[src/atrp_pkg.sv]
// Shared types and constants of the AT response line parser.
// No dependencies; imported by every module of the block.
`default_nettype none

package atrp_pkg;

	// Parse states; code 7 is unused and behaves as ST_CRLF.
	typedef enum logic [2:0] {
		ST_CRLF    = 3'd0,
		ST_NEWLINE = 3'd1,
		ST_DATA    = 3'd2,
		ST_IGNORE  = 3'd3,
		ST_KWAIT   = 3'd4,
		ST_COLON   = 3'd5,
		ST_SPACE   = 3'd6
	} atrp_state_t;

	// Input kinds and result kinds.
	localparam logic IN_BYTE     = 1'b0;
	localparam logic IN_NEW_RESP = 1'b1;
	localparam logic OUT_CHAR    = 1'b0;
	localparam logic OUT_LINE_END = 1'b1;

	localparam logic [7:0] CH_PLUS  = 8'h2B;
	localparam logic [7:0] CH_O     = 8'h4F;
	localparam logic [7:0] CH_K     = 8'h4B;
	localparam logic [7:0] CH_COLON = 8'h3A;
	localparam logic [7:0] CH_SPACE = 8'h20;
	localparam logic [7:0] CH_CR    = 8'h0D;
	localparam logic [7:0] CH_LF    = 8'h0A;

	// Queue between the parser and the output stage.
	localparam int QDEPTH = 4;
	localparam int QPTR_W = $clog2(QDEPTH);
	localparam int QCNT_W = $clog2(QDEPTH + 1);

	typedef struct packed {
		logic       kind;
		logic [7:0] chr;
	} atrp_result_t;

	// One parsed byte: one or two results.
	typedef struct packed {
		logic         two;
		atrp_result_t r0;
		atrp_result_t r1;
	} atrp_entry_t;

	typedef struct packed {
		logic full;
		logic empty;
	} atrp_qstat_t;

endpackage

`default_nettype wire

[src/atrp_front.sv]
// Front part: accepts input bytes, keeps the parse state and the mode register,
// and turns each byte that has results into a queue entry. Depends on atrp_pkg.
`default_nettype none

module atrp_front import atrp_pkg::*; (
	input  wire logic        clk,
	input  wire logic        arst_n,
	input  wire logic        in_valid,
	output logic             in_ready,
	input  wire logic        in_kind,
	input  wire logic [7:0]  in_byte,
	input  wire logic        cfg_valid,
	output logic             cfg_ready,
	input  wire logic        cfg_data,
	input  wire atrp_qstat_t qstat,
	output logic             push,
	output atrp_entry_t      push_entry
);

	atrp_state_t state_q, state_d;
	logic        lht_q, lht_d;
	logic        plus_mode_q;
	logic        accept;
	logic        is_eol;
	logic        has_out;

	assign in_ready  = !qstat.full;
	assign cfg_ready = 1'b1;
	assign accept    = in_valid && in_ready;
	assign is_eol    = (in_byte == CH_CR) || (in_byte == CH_LF);

	// Next state and line-text flag.
	always_comb begin
		state_d = state_q;
		lht_d   = lht_q;
		if (in_kind == IN_NEW_RESP) begin
			state_d = ST_CRLF;
			lht_d   = 1'b0;
		end else begin
			case (state_q)
				ST_DATA: begin
					state_d = is_eol ? ST_CRLF : ST_DATA;
					lht_d   = !is_eol;
				end
				ST_IGNORE: begin
					state_d = ST_IGNORE;
				end
				ST_KWAIT: begin
					if (in_byte == CH_K) begin
						state_d = ST_IGNORE;
					end else begin
						state_d = is_eol ? ST_CRLF : ST_DATA;
						lht_d   = !is_eol;
					end
				end
				ST_COLON: begin
					if (in_byte == CH_COLON) begin
						state_d = ST_SPACE;
					end
				end
				ST_SPACE: begin
					if (in_byte != CH_SPACE) begin
						state_d = is_eol ? ST_CRLF : ST_DATA;
						lht_d   = !is_eol;
					end
				end
				default: begin
					// Line separator, new line and the unused code.
					if (state_q != ST_NEWLINE && is_eol) begin
						state_d = ST_CRLF;
					end else if (in_byte == CH_PLUS) begin
						state_d = plus_mode_q ? ST_COLON : ST_IGNORE;
					end else if (in_byte == CH_O) begin
						state_d = ST_KWAIT;
					end else begin
						state_d = is_eol ? ST_CRLF : ST_DATA;
						lht_d   = !is_eol;
					end
				end
			endcase
		end
	end

	// Results of the byte.
	always_comb begin
		has_out            = 1'b0;
		push_entry.two     = 1'b0;
		push_entry.r0.kind = OUT_CHAR;
		push_entry.r0.chr  = in_byte;
		push_entry.r1.kind = OUT_CHAR;
		push_entry.r1.chr  = in_byte;
		if (in_kind == IN_BYTE) begin
			case (state_q)
				ST_DATA, ST_SPACE: begin
					if (state_q == ST_DATA || in_byte != CH_SPACE) begin
						if (is_eol) begin
							has_out            = plus_mode_q && lht_q;
							push_entry.r0.kind = OUT_LINE_END;
							push_entry.r0.chr  = 8'h00;
						end else begin
							has_out = 1'b1;
						end
					end
				end
				ST_IGNORE, ST_COLON: begin
					has_out = 1'b0;
				end
				ST_KWAIT: begin
					if (in_byte != CH_K) begin
						// The held O goes out, then the byte is parsed as data
						// with the line already carrying text.
						push_entry.r0.chr = CH_O;
						has_out           = 1'b1;
						if (is_eol) begin
							push_entry.two     = plus_mode_q;
							push_entry.r1.kind = OUT_LINE_END;
							push_entry.r1.chr  = 8'h00;
						end else begin
							push_entry.two = 1'b1;
						end
					end
				end
				default: begin
					if (!(state_q != ST_NEWLINE && is_eol) && in_byte != CH_PLUS
					    && in_byte != CH_O) begin
						if (is_eol) begin
							has_out            = plus_mode_q && lht_q;
							push_entry.r0.kind = OUT_LINE_END;
							push_entry.r0.chr  = 8'h00;
						end else begin
							has_out = 1'b1;
						end
					end
				end
			endcase
		end
	end

	assign push = accept && has_out;

	always_ff @(posedge clk or negedge arst_n) begin
		if (!arst_n) begin
			state_q     <= ST_CRLF;
			lht_q       <= 1'b0;
			plus_mode_q <= 1'b1;
		end else begin
			if (accept) begin
				state_q <= state_d;
				lht_q   <= lht_d;
			end
			if (cfg_valid && cfg_ready) begin
				plus_mode_q <= cfg_data;
			end
		end
	end

endmodule

`default_nettype wire

[src/atrp_queue.sv]
// Short queue of parsed entries between the front and back parts.
// Depends on atrp_pkg.
`default_nettype none

module atrp_queue import atrp_pkg::*; (
	input  wire logic        clk,
	input  wire logic        arst_n,
	input  wire logic        push,
	input  wire atrp_entry_t push_entry,
	input  wire logic        pop,
	output atrp_entry_t      head,
	output atrp_qstat_t      qstat
);

	atrp_entry_t         slot_q [QDEPTH];
	logic [QPTR_W-1:0]   wr_ptr_q, rd_ptr_q;
	logic [QCNT_W-1:0]   count_q;

	assign head        = slot_q[rd_ptr_q];
	assign qstat.full  = (count_q == QCNT_W'(QDEPTH));
	assign qstat.empty = (count_q == '0);

	always_ff @(posedge clk) begin
		if (push) begin
			slot_q[wr_ptr_q] <= push_entry;
		end
	end

	always_ff @(posedge clk or negedge arst_n) begin
		if (!arst_n) begin
			wr_ptr_q <= '0;
			rd_ptr_q <= '0;
			count_q  <= '0;
		end else begin
			if (push) begin
				wr_ptr_q <= QPTR_W'((32'(wr_ptr_q) + 1) % QDEPTH);
			end
			if (pop) begin
				rd_ptr_q <= QPTR_W'((32'(rd_ptr_q) + 1) % QDEPTH);
			end
			case ({push, pop})
				2'b10:   count_q <= count_q + 1'b1;
				2'b01:   count_q <= count_q - 1'b1;
				default: count_q <= count_q;
			endcase
		end
	end

endmodule

`default_nettype wire

[src/atrp_back.sv]
// Back part: drains queue entries into the output register, one result per cycle
// while out_ready lets the output register move on. Depends on atrp_pkg.
`default_nettype none

module atrp_back import atrp_pkg::*; (
	input  wire logic        clk,
	input  wire logic        arst_n,
	input  wire atrp_entry_t head,
	input  wire atrp_qstat_t qstat,
	output logic             pop,
	output logic             out_valid,
	input  wire logic        out_ready,
	output logic             out_kind,
	output logic [7:0]       out_char,
	output logic             out_last
);

	logic         valid_q;
	logic         sub_q;
	logic         load;
	logic         last_sel;
	atrp_result_t res_sel;
	atrp_result_t res_q;
	logic         last_q;

	assign load     = !qstat.empty && (!valid_q || out_ready);
	assign res_sel  = sub_q ? head.r1 : head.r0;
	assign last_sel = sub_q || !head.two;
	assign pop      = load && last_sel;

	assign out_valid = valid_q;
	assign out_kind  = res_q.kind;
	assign out_char  = res_q.chr;
	assign out_last  = last_q;

	always_ff @(posedge clk) begin
		if (load) begin
			res_q  <= res_sel;
			last_q <= last_sel;
		end
	end

	always_ff @(posedge clk or negedge arst_n) begin
		if (!arst_n) begin
			valid_q <= 1'b0;
			sub_q   <= 1'b0;
		end else begin
			if (load) begin
				valid_q <= 1'b1;
				sub_q   <= !last_sel;
			end else if (out_ready) begin
				valid_q <= 1'b0;
			end
		end
	end

endmodule

`default_nettype wire

[src/at_response_line_parser_core.sv]
// Top level of the AT response line parser: front parser, entry queue, output stage.
// Depends on atrp_pkg, atrp_front, atrp_queue and atrp_back.
//
// Channel  | Direction | Handshake                    | Content
// s_axis   | in        | s_axis_tvalid/s_axis_tready  | tuser kind, tdata byte, tlast chunk end
// m_axis   | out       | m_axis_tvalid/m_axis_tready  | tuser result kind, tdata char, tlast
// cfg      | in        | cfg_valid/cfg_ready          | cfg_data plus_mode
//
// One input byte is accepted every cycle while the four-entry queue has room.
// An accepted byte's entry is written into a queue slot and then loaded into the
// output register, which sends one result per cycle while m_axis_tready is high;
// a byte giving two results holds it for both; the queue absorbs this and output stalls.
// Reset puts the parser at the line separator, clears the line-text flag and the
// queue, and sets plus mode. The configuration channel is always ready.
`default_nettype none

module at_response_line_parser_core import atrp_pkg::*; (
	input  wire logic        clk,
	input  wire logic        arst_n,
	input  wire logic        s_axis_tvalid,
	output logic             s_axis_tready,
	input  wire logic [7:0]  s_axis_tdata,   // [7:0] data_byte
	input  wire logic        s_axis_tuser,   // [0] kind: byte or start of a new response
	input  wire logic        s_axis_tlast,   // last_in_chunk, does not affect parsing
	output logic             m_axis_tvalid,
	input  wire logic        m_axis_tready,
	output logic [7:0]       m_axis_tdata,   // [7:0] out_char
	output logic             m_axis_tuser,   // [0] out_kind: character or line end
	output logic             m_axis_tlast,   // last_result of the input transaction
	input  wire logic        cfg_valid,
	output logic             cfg_ready,
	input  wire logic        cfg_data        // plus_mode
);

	atrp_qstat_t qstat;
	atrp_entry_t push_entry;
	atrp_entry_t head;
	logic        push;
	logic        pop;

	atrp_front u_front (
		.clk        (clk),
		.arst_n     (arst_n),
		.in_valid   (s_axis_tvalid),
		.in_ready   (s_axis_tready),
		.in_kind    (s_axis_tuser),
		.in_byte    (s_axis_tdata),
		.cfg_valid  (cfg_valid),
		.cfg_ready  (cfg_ready),
		.cfg_data   (cfg_data),
		.qstat      (qstat),
		.push       (push),
		.push_entry (push_entry)
	);

	atrp_queue u_queue (
		.clk        (clk),
		.arst_n     (arst_n),
		.push       (push),
		.push_entry (push_entry),
		.pop        (pop),
		.head       (head),
		.qstat      (qstat)
	);

	atrp_back u_back (
		.clk       (clk),
		.arst_n    (arst_n),
		.head      (head),
		.qstat     (qstat),
		.pop       (pop),
		.out_valid (m_axis_tvalid),
		.out_ready (m_axis_tready),
		.out_kind  (m_axis_tuser),
		.out_char  (m_axis_tdata),
		.out_last  (m_axis_tlast)
	);

	// The queue is never written while full.
	assert property (@(posedge clk) disable iff (!arst_n) !(push && qstat.full))
		else $error("entry written into a full queue");

	// A line-end result carries a zero character.
	assert property (@(posedge clk) disable iff (!arst_n)
		(m_axis_tvalid && m_axis_tuser == OUT_LINE_END) |-> (m_axis_tdata == 8'h00))
		else $error("line-end result with a nonzero character");

	// The second result of a byte follows right after the first is taken.
	assert property (@(posedge clk) disable iff (!arst_n)
		(m_axis_tvalid && m_axis_tready && !m_axis_tlast) |=> m_axis_tvalid)
		else $error("second result of a transaction did not follow");

	// An entry is only removed from the queue when one is there.
	assert property (@(posedge clk) disable iff (!arst_n)
		pop |-> !qstat.empty)
		else $error("queue popped while empty");

endmodule

`default_nettype wire
[config.mk]
export PLATFORM = sky130hd
export DESIGN_NAME = at_response_line_parser_core
export DESIGN_NICKNAME = d
export VERILOG_FILES = /design/src/atrp_pkg.sv /design/src/atrp_front.sv /design/src/atrp_queue.sv /design/src/atrp_back.sv /design/src/at_response_line_parser_core.sv
export SDC_FILE = /design/constraint.sdc
export NUM_CORES = 1
export LEC_CHECK = 0
export ABC_CLOCK_PERIOD_IN_PS = 7200
export BUFFER_PORTS_ARGS = -buffer_cell sky130_fd_sc_hd__buf_2
export CORE_MARGIN = 2
export CORE_UTILIZATION = 55
export CTS_BUF_LIST = sky130_fd_sc_hd__clkbuf_8
export CTS_CLUSTER_DIAMETER = 150
export DETAILED_ROUTE_END_ITERATION = 16
export PLACE_DENSITY = 0.76
export SLEW_MARGIN = 20
export SYNTH_ARGS = -nofsm -noshare
export SYNTH_HDL_FRONTEND = slang
export SYNTH_SLANG_ARGS = --single-unit
[constraint.sdc]
create_clock -name clk -period 7.2 [get_ports clk]
set_clock_uncertainty 0.2 [all_clocks]
set_input_delay 0.72 -clock clk [delete_from_list [all_inputs] [get_ports clk]]
set_output_delay 0.72 -clock clk [all_outputs]
set_load 0.05 [all_outputs]
**After elaboration in Yosys (flattened, before gate mapping)**

Memory sizes are Yosys's and may differ from the RTL's.
Index checks and enable logic that the tools add are counted.

- Bits in registers: 24
- RAM bits: 76
- Output and inout port bits: 13
- Memories kept: 1

Memory list:

| memory | words | width | read ports | clocked after memory_dff | wr ports | line | text |
|---|---|---|---|---|---|---|---|
| u_queue.slot_q | 4 | 19 | 1 | 0 | 1 | atrp_queue.sv:15 | `atrp_entry_t slot_q [QDEPTH];` |

- Add/subtract/negate cells: 4
- Eq/ne operators: 26
- Mux-type cells: 40
- Reduce and logical (&&, ||, !) cells: 27

Operator list:

| kind | number |
|---|---|
| 9-bit 2-to-1 mux | 5 |
| 3-bit 2-to-1 mux | 8 |
| 8-bit one-hot mux with 3 select lines | 1 |
| 19-bit 2-to-1 mux | 1 |
| 1-bit 2-to-1 mux | 18 |
| 17-bit 2-to-1 mux | 1 |
| 8-bit by 4-bit == test with 1-bit output (second input constant) | 2 |
| 8-bit by 6-bit == test with 1-bit output (second input constant) | 2 |
| 8-bit by 7-bit == test with 1-bit output (second input constant) | 2 |
| 8-bit by 6-bit inequality test with 1-bit output (second input constant) | 2 |
| 8-bit by 7-bit inequality test with 1-bit output (second input constant) | 2 |
| 5-bit inequality test (second input constant) | 3 |
| 3-bit one-hot mux with 5 select lines | 1 |
| 3-bit == test (second input constant) | 4 |
| 1-bit logical AND | 8 |
| 1-bit logical NOT | 7 |
| 7-bit AND reduction | 1 |
| 3-bit by 2-bit == test with 1-bit output (second input constant) | 2 |
| 3-bit by 2-bit inequality test with 1-bit output (second input constant) | 2 |
| 3-bit one-hot mux with 2 select lines | 1 |
| 2-bit by 1-bit adder with 2-bit output (second input constant) | 2 |
| 1-bit logical OR | 4 |
| 1-bit one-hot mux with 4 select lines | 1 |
| 2-bit nonzero test | 2 |
| other kinds (14) | 15 |

**Logic depth before layout (Yosys ltp)**

- Depth after elaboration: 12
- Mapped depth: 12
- Gate-level depth less buffers: 11

**Cells and area by module**

A second synthesis with hierarchy kept.

- Cells, all modules: 280
- Area, all modules: 4,519.3 µm²

Modules (own cells, without submodules):

| module | instances | cells an instance | area an instance (µm²) | seq. area each (µm²) |
|---|---|---|---|---|
| atrp_queue | 1 | 136 | 3,140.5 | 2,457.4 |
| atrp_front | 1 | 114 | 834.6 | 126.4 |
| atrp_back | 1 | 30 | 544.3 | 350.3 |

**Worst setup path before layout**

OpenSTA, ideal clock, no wires.

- Path type: input-to-reg
- Start point: input s_axis_tdata[3]
- End point: memory u_queue.slot_q[0][0] in the netlist's numbering (enable)
- Arrival time: 3.139 ns
- Data required time: 6.577 ns
- Setup slack: 3.438 ns
- Stages on the path: 5
- Path buffers: 0
- Cell sequence: or3b_1 nor4_1 nor4_1 a21oi_2 nor3b_1

- Cells in the longest elaborated chain, start to end: 12
- Elaborated cells between the ends (all ways): 21

Ends and longest elaborated chain:

| item | line | text |
|---|---|---|
| start, declared | at_response_line_parser_core.sv:22 | `input wire logic [7:0] s_axis_tdata,` |
| 8-bit by 4-bit == test with 1-bit output | atrp_front.sv:30 | `assign is_eol = (in_byte == CH_CR) \|\| (in_byte == CH_LF);` |
| 1-bit logical OR | atrp_front.sv:30 |  |
| 1-bit logical AND | atrp_front.sv:124 | `if (!(state_q != ST_NEWLINE && is_eol) && in_byte != CH_PLUS` |
| 1-bit logical NOT | atrp_front.sv:124 |  |
| 1-bit logical AND | atrp_front.sv:124 |  |
| 1-bit logical AND | atrp_front.sv:125 | `&& in_byte != CH_O) begin` |
| 1-bit 2-to-1 mux | atrp_front.sv:124 |  |
| 1-bit one-hot mux with 3 select lines (*) | atrp_front.sv:93 | `case (state_q)` |
| 1-bit 2-to-1 mux (*) | atrp_front.sv:92 | `if (in_kind == IN_BYTE) begin` |
| 1-bit logical AND (*) | atrp_front.sv:139 | `assign push = accept && has_out;` |
| 1-bit 2-to-1 mux (*) | atrp_queue.sv:24 | `if (push) begin` |
| 1-bit 2-to-1 mux (implied by the code) (*) | atrp_queue.sv:25 | `slot_q[wr_ptr_q] <= push_entry;` |
| end, declared | atrp_queue.sv:15 |  |

Mark *: on every way between the ends. The rest lies on a longest branch, timed or not.

**Final worst setup path**

- Start point: input s_axis_tdata[4]
- End point: register u_queue.count_q[2]

- Cells in the longest elaborated chain, start to end: 12
- Elaborated cells between the ends (all ways): 23

Ends and longest elaborated chain:

| item | line | text |
|---|---|---|
| 8-bit by 4-bit == test with 1-bit output | atrp_front.sv:30 |  |
| 1-bit logical OR | atrp_front.sv:30 |  |
| 1-bit logical AND | atrp_front.sv:124 |  |
| 1-bit logical NOT | atrp_front.sv:124 |  |
| 1-bit logical AND | atrp_front.sv:124 |  |
| 1-bit logical AND | atrp_front.sv:125 |  |
| 1-bit 2-to-1 mux | atrp_front.sv:124 |  |
| 1-bit one-hot mux with 3 select lines (*) | atrp_front.sv:93 |  |
| 1-bit 2-to-1 mux (*) | atrp_front.sv:92 |  |
| 1-bit logical AND (*) | atrp_front.sv:139 |  |
| 2-bit by 1-bit == test with 1-bit output or 2-bit == test (tied branches) | atrp_queue.sv:41 | `case ({push, pop})` |
| 3-bit one-hot mux with 2 select lines or 2-bit nonzero test (tied branches) | n/a |  |
| end signal, assigned | atrp_queue.sv:42 | `2'b10: count_q <= count_q + 1'b1;` |
| end signal, assigned | atrp_queue.sv:43 | `2'b01: count_q <= count_q - 1'b1;` |
| end signal, assigned | atrp_queue.sv:44 | `default: count_q <= count_q;` |
| end, declared | atrp_queue.sv:17 | `logic [QCNT_W-1:0] count_q;` |

Marks and branches as above.
A chain may end at the register's enable or synchronous reset.

==> summary.md <==
| Metric | Value |
|---|---|
| Setup TNS | 0 ns |
| Ys Warns | 0 |
| Main synth FF type | edfxtp_1 |
| Max incr delay on CP | 0.53 ns |
| Internal Power | 1.218 mW |
| First-pass iteration count of the detailed router | 5 |
| Top-count cell post-synth | edfxtp_1 |
| DRC | 0 |
| Postcts setup bufs | 0 |
| Starting density of the core | 57.28% |
| Crit path buf inv count | 2 |
| Nets | 343 |
| Sequential fraction of design power | 45.5% |
| Via density | 5.897 |
| MaxCap Viol Count | 0 |
| Final setup viols | 0 |
| Slowest CP cell | a2111o_1 |
| Gpl congestion | 0.9176 |
| First-pass GRT wire length | 12520 µm |
| Synth cell types | 59 |
| Die area | 8868 µm² |
| Vias in the first global route | 2403 |
| Root buffer cell | clkbuf_8 |
| Worst hold-check path type | in -> async |
| H-tree levels | 3 |
| Worst path arrival time | 3.84 ns |
| Worst IR Drop VDD | 0.1654 mV |
| Via count | 2524 |
| PnR worst setup slack | 3.446 ns |
| Crit path depth | 12 |
| Avg WL per Cell | 19.00 µm |
| Global-route usage over all layers | 19.44% |
| Minimum clock period | 3.754 ns |
| Synthesized area per cell | 15.16 µm² |
| Worst-path cell chain | buf_2 > or3b_1 > a2111o_1 > o22a_2 > a21oi_2 > or2_2 > ha_1 > inv_1 > fa_1 > xor2_1 > nor2_1 > xor2_1 |
| Syn Inst Count | 295 |
| Max-slew violations | 0 |
| Diode count | 0 |
| Most Crowded Layer GR | met2 |
| Grt total ovfl | 0 |
| Post_cts resized | 0 |
| Worst-skew pair later-pin latency | 0.36 ns |
| PortBufs | 26 |
| GRT met3 Usage | 3.772% |
| Async SR Flop Fraction | 14.00% |
| Met2 GRT Util | 31.90% |
| Final Cell Area | 4949 µm² |
| Cell area power density | 373.2 nW/µm² |
| Site Rows | 32 |
| Synth-to-Final Area Change | 10.66% |
| Worst setup SP type | input port |
| Combinational cell fraction of total power | 31.3% |
| Rel. slew slack | 28.50% |
| Worst-path fanout max | 12 |
| Initial antenna violation count | 0 |
| Final WL | 8133 µm |
| EDFF count, synth | 86 |
| Mapped cell area | 4472 µm² |
| RSZ-0062 raised after global routing | false |
| Outcome | finished clean |
| Period Utilization, post-route | 52.14% |
| Pre-CTS WS | 3.073 ns |
| Fmax | 0.2664 GHz |
| I/O pin cnt | 29 |
| Largest cells by area after synthesis | edfxtp_1 (58%), mux4_2 (9.6%), dfrtp_1 (7.3%) |
| Sw Pwr | 0.6284 mW |
| Clock-pin slew on the worst setup and hold paths | 0.10 ns |
| CTS Hold Buffers Added | 0 |
| Worst-Margin Slew | 1.064 ns |
| Cts bufs inserted | 9 |
| Leakage | 1.815 nW |
| Area after DPL | 4705 µm² |
| Die height | 94.17 µm |
| Reg2Reg Depth | 11 |
| Final ANT Viol Nets | 0 |
| Most used cell, CP | xor2_1 |
| First DRT Iteration DRCs | 145 |
| Crit path required time | 7.29 ns |
| Fin. Hold Viols | 0 |
| Core ar. | 7807 µm² |
| Most frequent cells after synthesis | edfxtp_1 (86), nand2_1 (42), mux4_2 (19) |
| Post-synth top area share | 57.75% |
| DP HPWL | 5262 µm |
| Crit end category | flip-flop |
| Syn Nets | 317 |
| Die Wd | 94.17 µm |
| Leading area contributor after synthesis | edfxtp_1 |
| FF+latch count, synth | 100 |
| Fraction of layout cells with a size suffix above 1 | 24.85% |
| Crit path kind | in -> reg |
| CTS tree | done |
| Largest net degree at the start of global routing | 21 |
| Sw Ratio | 34.03% |
| Family with the most delay on the worst path | compound AO/OA/AOI/OAI gates |
| CTS Buffer Depth | 2 |
| Clock network power share | 23.3% |
| Final Power | 1.847 mW |
| Met1 Use GR | 25.94% |
| Post-synthesis sequential area ratio | 65.61% |
| Sink Count | 100 |
-- state kept, by name, indices dropped and copies added (netlist names) --
register / count
u_front.lht_q: 1
u_back.out_valid: 1
u_back.out_char: 8
u_queue.slot_q: 76
u_front.plus_mode_q: 1
u_back.out_last: 1
u_front.state_q: 3
u_queue.count_q: 3
u_back.sub_q: 1
u_queue.rd_ptr_q: 2
u_queue.wr_ptr_q: 2
u_back.out_kind: 1
-- cell type report --
class,instances,area (µm²)
multi-input combinational,168,1434
clock buffer,9,123.9
timing repair buffer,31,167.7
inverter,11,41.29
sequential,100,2934
fill,585,2859
tap,102,127.6
clock inverter,7,120.1
-- metal layers --
metal	vias to the layer above	share of wire [%]
met5	-	0
met4	0	1.4
met3	10	4.5
met2	73	50
met1	1263	44
li1	1178	-
-- placed cells by master (no fill, tap or decap), types with 6 or more instances in the layout --
| cell | n |
|---|---|
| edfxtp_1 | 86 |
| nand2_1 | 42 |
| buf_2 | 26 |
| mux4_2 | 19 |
| dfrtp_1 | 13 |
| inv_1 | 10 |
| nor2b_1 | 9 |
| clkbuf_8 | 9 |
| o21ai_0 | 6 |
-- power groups by stage --
| stage | Clock [mW] | Combinational (mW) | Sequential, mW |
|---|---|---|---|
| 6_report | 0.429 | 0.577 | 0.840 |
| 3_3_place_gp | 0 | 0.564 | 0.848 |
| 3_5_place_dp | 0 | 0.576 | 0.854 |
| 2_1_floorplan | 0 | 0.379 | 0.915 |
| 5_1_grt | 0.455 | 0.629 | 0.853 |
| 4_1_cts | 0.435 | 0.583 | 0.841 |
-- cell families after synthesis --
| logic type | synth area share (%) |
|---|---|
| and+or+nand+nor | 11.02 |
| adders and majority gates | 1.847 |
| xor gates and xnor gates | 0.9795 |
| AOI/OAI and AO/OA | 7.387 |
| DFF | 65.61 |
| muxes | 10.30 |
| other | 0.08386 |
| buffers and inverters | 2.770 |
-- path summary, 6_finish.rpt --
check | from | end | slack (ns)
worst max-delay path | s_axis_tdata[4] | u_queue.count_q[2] | 3.45
worst min-delay path | arst_n | u_back.out_valid | 0.04
worst max register to register | u_front.state_q[1] | u_queue.count_q[2] | 3.89
worst min register to register | u_queue.count_q[2] | u_queue.count_q[2] | 0.29
max in group asynchronous | arst_n | u_front.plus_mode_q | 6.46
min in group clk | u_queue.count_q[2] | u_queue.count_q[2] | 0.29
-- per-stage QoR --
step | cells | hold WS, ns | util [%]
floorplan | 295 | 0.2244 | -
global placement | 412 | 0.2714 | 60.26
detailed placement | 412 | 0.2760 | 60.26
CTS | 428 | 0.04388 | 63.38
global route | 428 | 0.06724 | 63.38
finish | 428 | 0.04117 | 63.38
No activity file was read; power rests on OpenSTA's default activity.
